**config.mk**
```make
export PLATFORM = sky130hd
export DESIGN_NAME = pmtps_disc
export DESIGN_NICKNAME = d
export VERILOG_FILES = /design/src/rtl/pmtps_pkg.sv /design/src/rtl/pmtps_disc.sv
export SDC_FILE = /design/constraint.sdc
export NUM_CORES = 1
export LEC_CHECK = 0
export ABC_AREA = 0
export BUFFER_PORTS_ARGS = -buffer_cell sky130_fd_sc_hd__buf_2
export CELL_PAD_IN_SITES_DETAIL_PLACEMENT = 0
export CELL_PAD_IN_SITES_GLOBAL_PLACEMENT = 1
export CORE_MARGIN = 2
export CORE_UTILIZATION = 23
export CTS_CLUSTER_DIAMETER = 120
export DETAILED_ROUTE_END_ITERATION = 8
export PLACE_DENSITY = 0.93
export SKIP_LAST_GASP = 1
export SYNTH_ARGS = -nofsm -noshare
export SYNTH_HDL_FRONTEND = slang
export SYNTH_SLANG_ARGS = --single-unit
export TNS_END_PERCENT = 5
```
**constraint.sdc**
```tcl
create_clock -name aclk -period 3.2 [get_ports aclk]
set_input_delay 0.16 -clock aclk [delete_from_list [all_inputs] [get_ports aclk]]
set_output_delay 0.16 -clock aclk [all_outputs]
set_load 0.01 [all_outputs]
```
**src/rtl/pmtps_pkg.sv**
```systemverilog
// Shared types, constants and the tap coefficient function for the PMT pulse shaper.
// Depends on nothing; used by every module under rtl/.
package pmtps_pkg;

    localparam int TAPS     = 40;    // 8..128
    localparam int AMP_W    = 16;    // input amplitude, Q8.8
    localparam int COEF_W   = 15;    // tap, unsigned Q1.14 (peak about 1.02)
    localparam int ACC_W    = 40;    // partial sums, generous headroom
    localparam int FRAC_SH  = 14;
    localparam int SUM_W    = ACC_W - FRAC_SH;
    localparam int SAMPLE_W = 24;
    localparam int DATA_W   = 32;
    localparam int ADDR_W   = 3;

    localparam logic [SAMPLE_W-1:0] SAMPLE_MAX = {SAMPLE_W{1'b1}};

    // register index, taken from paddr[ADDR_W-1:2]
    localparam logic REG_THRESHOLD = 1'b0;

    // exp(-1/3.5) in Q0.30 and the rounding terms of the tap formula
    localparam logic [63:0] EXP_STEP_Q30 = 64'd806892599;
    localparam logic [63:0] ONE_Q30      = 64'd1073741824;
    localparam logic [63:0] TAP_RND      = 64'd40960;   // 5 * 2^13
    localparam logic [63:0] TAP_DIV      = 64'd81920;   // 5 * 2^14

    typedef struct packed {
        logic [SAMPLE_W-1:0] sample;
        logic                above;
        logic                rise;
        logic                fall;
    } disc_res_t;

    // h[k] = round(0.8*k*exp(-k/3.5) * 2^14), evaluated at elaboration
    function automatic logic [COEF_W-1:0] tap_coef(input int unsigned k);
        logic [63:0] e;
        logic [63:0] num;
        e = ONE_Q30;
        for (int unsigned i = 0; i < k; i++) begin
            e = (e * EXP_STEP_Q30 + (ONE_Q30 >> 1)) >> 30;
        end
        num = 64'(k) * e + TAP_RND;
        return COEF_W'(num / TAP_DIV);
    endfunction

endpackage

```
**src/rtl/pmtps_disc.sv**
```systemverilog
// Scaling, saturation and leading-edge discriminator with its above flag.
// Depends on pmtps_pkg.
module pmtps_disc (
    input  logic                           aclk,
    input  logic                           aresetn,
    input  logic                           en,
    input  logic [pmtps_pkg::ACC_W-1:0]    acc,
    input  logic [pmtps_pkg::SAMPLE_W-1:0] threshold,
    output pmtps_pkg::disc_res_t           res
);

    logic                           above_reg;
    logic [pmtps_pkg::SUM_W-1:0]    shifted;
    logic [pmtps_pkg::SAMPLE_W-1:0] sat;

    assign shifted = acc[pmtps_pkg::ACC_W-1:pmtps_pkg::FRAC_SH];
    assign sat = (shifted > pmtps_pkg::SUM_W'(pmtps_pkg::SAMPLE_MAX))
               ? pmtps_pkg::SAMPLE_MAX : shifted[pmtps_pkg::SAMPLE_W-1:0];

    always_comb begin
        res.sample = sat;
        res.rise   = 1'b0;
        res.fall   = 1'b0;
        res.above  = above_reg;
        // equal to threshold keeps the current state
        if (!above_reg && sat > threshold) begin
            res.rise  = 1'b1;
            res.above = 1'b1;
        end else if (above_reg && sat < threshold) begin
            res.fall  = 1'b1;
            res.above = 1'b0;
        end
    end

    always_ff @(posedge aclk) begin
        if (!aresetn) begin
            above_reg <= 1'b0;
        end else if (en) begin
            above_reg <= res.above;
        end
    end

endmodule

```
==> results of run 1 <==
worst max-delay path, delay by kind of cell:
family	cells	cell delay, ns
AOI/OAI and AO/OA	1	0.14
adders and majority gates	1	0.37
buffers and inverters	2	0.33
and+or+nand+nor	5	1.19
kinds of logic after synthesis:
logic type	synth area share, %
AO/OA/AOI/OAI	13.8
adder cells (fa/ha/maj)	34.1
AND/OR/NAND/NOR	37.1
buffers and inverters	12.8
flip-flops	2.27
per-layer routing:
layer / share of wire [%] / wire [µm]
met5: 0 / 0
met4: 0 / 0
met3: 8.2 / 190
met2: 44 / 1020
met1: 48 / 1100
final timing paths:
kind / start / to / cells after the start
max: acc[38] / res[1] / 9
min: aresetn / above_reg$_SDFFE_PN0P_ / 2
min reg2reg: above_reg$_SDFFE_PN0P_ / above_reg$_SDFFE_PN0P_ / 1
max reg2reg: above_reg$_SDFFE_PN0P_ / above_reg$_SDFFE_PN0P_ / 1
cell type report:
type	instances	area [µm²]
Fill cell	404	2340
Inverter	26	97.6
Multi-Input combinational cell	91	748
Sequential cell	1	20.0
Tap cell	48	60.1
Timing Repair Buffer	79	395
cell usage in the layout (no fill, tap or decap):
master,instances
nand4_2,1
buf_2,79
a21oi_1,11
a21boi_0,1
or3_1,23
a2bb2oi_1,1
inv_1,26
nand4_1,4
ha_1,24
o21a_1,2
o31ai_1,1
nand4_4,2
nand3_2,1
nor2_1,3
and3_1,1
a31oi_1,1
nand3_1,4
nand4b_1,1
nor3_1,2
dfxtp_1,1
o21ai_0,2
nand2_1,4
nor4_4,1
o221a_1,1
per-stage QoR:
stage	power, mW	cell area [µm²]	hold WS (ns)	worst slack [ns]	utilization [%]
2_1_floorplan	0.107	881	0.302	1.06	-
3_3_place_gp	0.164	1320	0.406	0.838	36.1
3_5_place_dp	0.166	1320	0.410	0.817	36.1
4_1_cts	0.167	1320	0.410	0.816	36.1
5_1_grt	0.188	1320	0.424	0.634	36.1
6_report	0.165	1320	0.409	0.847	36.1
power groups by stage:
stage	clock network [mW]	registers [mW]	logic (mW)
3_5_place_dp	0	0.0146	0.152
6_report	0	0.0146	0.150
5_1_grt	0	0.0149	0.173
4_1_cts	0	0.0146	0.153
2_1_floorplan	0	0.0145	0.0925
3_3_place_gp	0	0.0147	0.150
==> run_results.csv, run 1 <==
group,metric,value,unit
outcome,status,"finished clean",
critical_path,critPathKind,"input port to primary output",
synthesis,ys_top_cells_by_count,"inv_1 (26), ha_1 (24), or3_1 (23), a21oi_1 (11)",
grt,antenna_found_initial,0,
clocking,cts_setup_buffers,0,
synthesis,synth-edff-count,0,
route,drt-total-wl,2310,µm
sta,tightest_slew,0.366,ns
grt,use_met3,0.852,%
synthesis,synth_most_common_cell,"inv_1",
sta,timing.final.hold_violations,0,
grt,grt-busiest-layer,"met2",
synthesis,synthTopCellsByArea,"ha_1 (34%), or3_1 (16%), inv_1 (11%), a21oi_1 (6.3%), nand4_4 (4.8%)",
sta,period_share,73.5,%
floorplan,pin_count,94,
grt,grt.overflow.total,0,
critical_path,start_kind,"input port",
critical_path,slowest_stage,"or3_1",
synthesis,synth-seq-cells,1,
floorplan,core,0.00366,mm²
synthesis,ys_types,24,
critical_path,timing.critical_path.mode_cell,"buf_2",
critical_path,cp.arrival,2.19,ns
final_layout,drive_above_1_share,42.6,%
critical_path,r2r_setup_slack,2.59,ns
critical_path,crit_path_end_kind,"primary output",
final_layout,n_antenna_cell,0,
power_and_ir_drop,p_sw_share,46.9,%
floorplan,row_count,22,
floorplan,dieWidth,65.9,µm
sta,finalClockSkew,0,ns
route,num_vias,1070,
final_layout,nNetsFinal,290,
critical_path,critical_path.max_fanout,24,
synthesis,synth_top_area_share,34.1,%
run,drv_cap,0,
synthesis,yosysTopAreaCell,"ha_1",
synthesis,yosysWarnings,0,
route,route.detailed.drc,0,
grt,use_met2,19.2,%
synthesis,synthCells,122,
critical_path,cp.required,3.04,ns
synthesis,seq_area_frac_synth,2.27,%
grt,gr-usage-all-layers,10.4,%
power_and_ir_drop,power_switching,0.0772,mW
grt,grt_pass1_vias,942,
route,ant_nets,0,
power_and_ir_drop,comb_power_share,91.1,%
grt,grt_pass1_wl,3770,µm
power_and_ir_drop,internal_power,0.0874,mW
synthesis,synth_ff_type,"dfxtp_1",
final_layout,fin_cells,245,
power_and_ir_drop,pwr-share-seq,8.9,%
placed_design,io_buffers,79,
sta,fmax,425,MHz
synthesis,syn_area_per_cell,7.22,µm²
synthesis,async_reset_ff_share,0,%
floorplan,start_util,24.1,%
grt,grt_max_degree,25,
floorplan,die-area,0.00434,mm²
placed_design,place_inst,245,
synthesis,synth_fp_nets,213,
clocking,clock_latency,0,ns
floorplan,die_h,65.9,µm
sta,rsz0062_at_grt,"no",
synthesis,netlist_area,881,µm²
sta,setup_tns,0,ns
route,firstDrtPassIters,2,
clocking,ctsHoldBuffers,0,
sta,maxSlewHeadroom,75.6,%
power_and_ir_drop,peakVddDrop,0.0372,mV
hold_path,hold_class,"input port to flop",
power_and_ir_drop,power_density,125,mW/mm²
route,post_drt_via_cell_ratio,4.37,
power_and_ir_drop,pwr-share-clk,0,%
sta,slew_viol_final,0,
power_and_ir_drop,p_leak,0.709,nW
sta,min_period,2.35,ns
placed_design,dp_hpwl,2070,µm
route,wl_per_cell,9.44,µm
placed_design,gp_congestion,0.659,
final_layout,largest_reg_flops,1,
grt,met1_usage,13.8,%
final_layout,area_delta_synth_final,50.0,%
critical_path,cpPeakStageDelay,0.42,ns
critical_path,path_cells,"buf_2 > or3_1 > ha_1 > nand4_4 > nor4_4 > o31ai_1 > nand3_2 > and3_1 > buf_2",
sta,finalSetupViolations,0,
route,drt_iter0_markers,8,
clocking,ctsResizeCount,0,
clocking,clkTransAtPathRegs,0,ns
No activity file was read; power rests on OpenSTA's default activity.
==> inputs of run 2 (changes only) <==
--- a/config.mk
+++ b/config.mk
@@ -10,10 +10,10 @@
 export CELL_PAD_IN_SITES_DETAIL_PLACEMENT = 0
 export CELL_PAD_IN_SITES_GLOBAL_PLACEMENT = 1
 export CORE_MARGIN = 2
-export CORE_UTILIZATION = 23
+export CORE_UTILIZATION = 22
 export CTS_CLUSTER_DIAMETER = 120
 export DETAILED_ROUTE_END_ITERATION = 8
-export PLACE_DENSITY = 0.93
+export PLACE_DENSITY = 0.9
 export SKIP_LAST_GASP = 1
 export SYNTH_ARGS = -nofsm -noshare
 export SYNTH_HDL_FRONTEND = slang
==> constraint.sdc (replaced) <==
create_clock -name aclk -period 2.25 [get_ports aclk]
set_input_delay 0.1125 -clock aclk [delete_from_list [all_inputs] [get_ports aclk]]
set_output_delay 0.1125 -clock aclk [all_outputs]
set_load 0.01 [all_outputs]
==> run 2 against run 1 <==
  * Sequential power is 42% higher
  * Wire length is 15% higher
  * Critical endpoint unchanged
  * Critical path depth increased by 1
  * Worst setup slack worse by 0.73 ns
  * Utilization grew 2.9 points
  * Worst hold slack worse by 0.038 ns
  * Flip-flop and latch count did not move
  * Sequential share of layout area shrank 0.14 points
  * Die area rose by 4.3%
  * Highest routed layer unchanged
  * Power is 60% higher
  * Final cell count grew 0.82%
==> run_results.csv, run 2 (same netlist as run 1, synthesis figures left out) <==
group,metric,value,unit
placed_design,io_buffers,79,
grt,grt-busiest-layer,"met2",
final_layout,nNetsFinal,292,
final_layout,final_cell_mix,"buf_2 (77), inv_1 (26), or3_1 (18), ha_1 (17), a21oi_1 (11)",
sta,finalClockSkew,0,ns
grt,grt_max_degree,25,
clocking,clkTransAtPathRegs,0,ns
route,wl_per_cell,10.7,µm
sta,min_period,2.13,ns
sta,setup_tns,0,ns
route,num_vias,1105,
sta,hold_ws,0.371,ns
route,post_drt_via_cell_ratio,4.47,
final_layout,layout_commonest_cell,"buf_2",
floorplan,row_count,22,
clocking,cts_setup_buffers,0,
route,drt_iter0_markers,25,
sta,maxSlewHeadroom,82.7,%
floorplan,die_h,67.3,µm
power_and_ir_drop,power_density,181,mW/mm²
grt,use_met2,19.8,%
sta,slew_viol_final,0,
final_layout,fin_cells,247,
final_layout,area_delta_synth_final,65.8,%
sta,tightest_slew,0.258,ns
critical_path,critPathKind,"input port to primary output",
final_layout,largest_reg_flops,1,
grt,met1_usage,15.0,%
placed_design,gp_congestion,0.672,
floorplan,pin_count,94,
grt,antenna_found_initial,0,
outcome,status,"finished clean",
sta,timing.final.hold_violations,0,
sta,period_share,94.8,%
grt,grt_pass1_wl,4010,µm
placed_design,place_inst,247,
sta,finalSetupViolations,0,
floorplan,core,0.00374,mm²
power_and_ir_drop,p_leak,0.734,nW
floorplan,start_util,23.5,%
sta,fmax,469,MHz
hold_path,hold_class,"input port to flop",
critical_path,critical_path.max_fanout,24,
run,drv_cap,0,
power_and_ir_drop,peakVddDrop,0.0637,mV
route,route.detailed.drc,0,
critical_path,crit_path_end_kind,"primary output",
critical_path,cp.arrival,2.02,ns
final_layout,drive_above_1_share,49.7,%
route,drt-total-wl,2650,µm
route,ant_nets,0,
grt,use_met3,0.500,%
final_layout,fin_util,39.0,%
critical_path,start_kind,"input port",
grt,grt.overflow.total,0,
sta,rsz0062_at_grt,"no",
grt,grt_pass1_vias,974,
placed_design,dp_hpwl,2160,µm
clocking,clock_latency,0,ns
floorplan,die-area,0.00453,mm²
floorplan,dieWidth,67.3,µm
critical_path,cp.required,2.14,ns
final_layout,n_antenna_cell,0,
grt,gr-usage-all-layers,10.9,%
final_layout,nFillCells,416,
route,firstDrtPassIters,2,
power_and_ir_drop,p_total,0.264,mW
-- run 2: path summary, 6_finish.rpt --
check / start / endpoint / slack, ns / cells after the start
setup / recovery: acc[38] / res[1] / 0.12 / 10
hold / removal: aresetn / above_reg$_SDFFE_PN0P_ / 0.37 / 2
setup reg to reg: above_reg$_SDFFE_PN0P_ / above_reg$_SDFFE_PN0P_ / 1.63 / 1
hold reg to reg: above_reg$_SDFFE_PN0P_ / above_reg$_SDFFE_PN0P_ / 0.54 / 1
-- run 2: routing by layer --
layer | vias up | share of wire [%]
met4 | 0 | 0
met3 | 0 | 8.0
met2 | 49 | 47
met1 | 462 | 45
li1 | 594 | -
met5 | - | 0
-- run 2: critical path, stage by stage --
cell and delay [ns]:
buf_4 0.19, or3_1 0.41, ha_1 0.35, nand4_4 0.13, buf_4 0.16, nor3_1 0.17
a21oi_1 0.11, nand3_2 0.12, and3_1 0.15, buf_2 0.12
-- run 2: area by class of cell --
| type | count | area [µm²] | area share [%] |
|---|---|---|---|
| Inverter | 26 | 97.6 | 6.68 |
| Multi-Input combinational cell | 91 | 867 | 59.4 |
| Sequential cell | 1 | 20.0 | 1.37 |
| Tap cell | 48 | 60.1 | 4.11 |
| Timing Repair Buffer | 81 | 415 | 28.4 |
-- run 2: timing repair --
| action | 4_1_cts | 5_1_grt |
|---|---|---|
| resized for setup | 0 | 17 |
| hold buffers | 0 | 0 |
| endpoints found under the setup margin | 0 | 4 |
-- run 2: where the power goes --
part | internal, mW | switching [mW] | leakage, nW
registers | 0.0197 | 0.00101 | 0.00834
logic | 0.123 | 0.119 | 0.726
clock network | 0 | 0 | 0
total | 0.143 | 0.121 | 0.734
-- run 2: metrics by stage --
stage / setup WS (ns) / cell area [µm²]
CTS: 0.0166 / 1340
floorplan: 0.208 / 881
global placement: 0.0235 / 1340
detailed placement: 0.0184 / 1340
finish: 0.118 / 1460
global route: 0.000965 / 1460
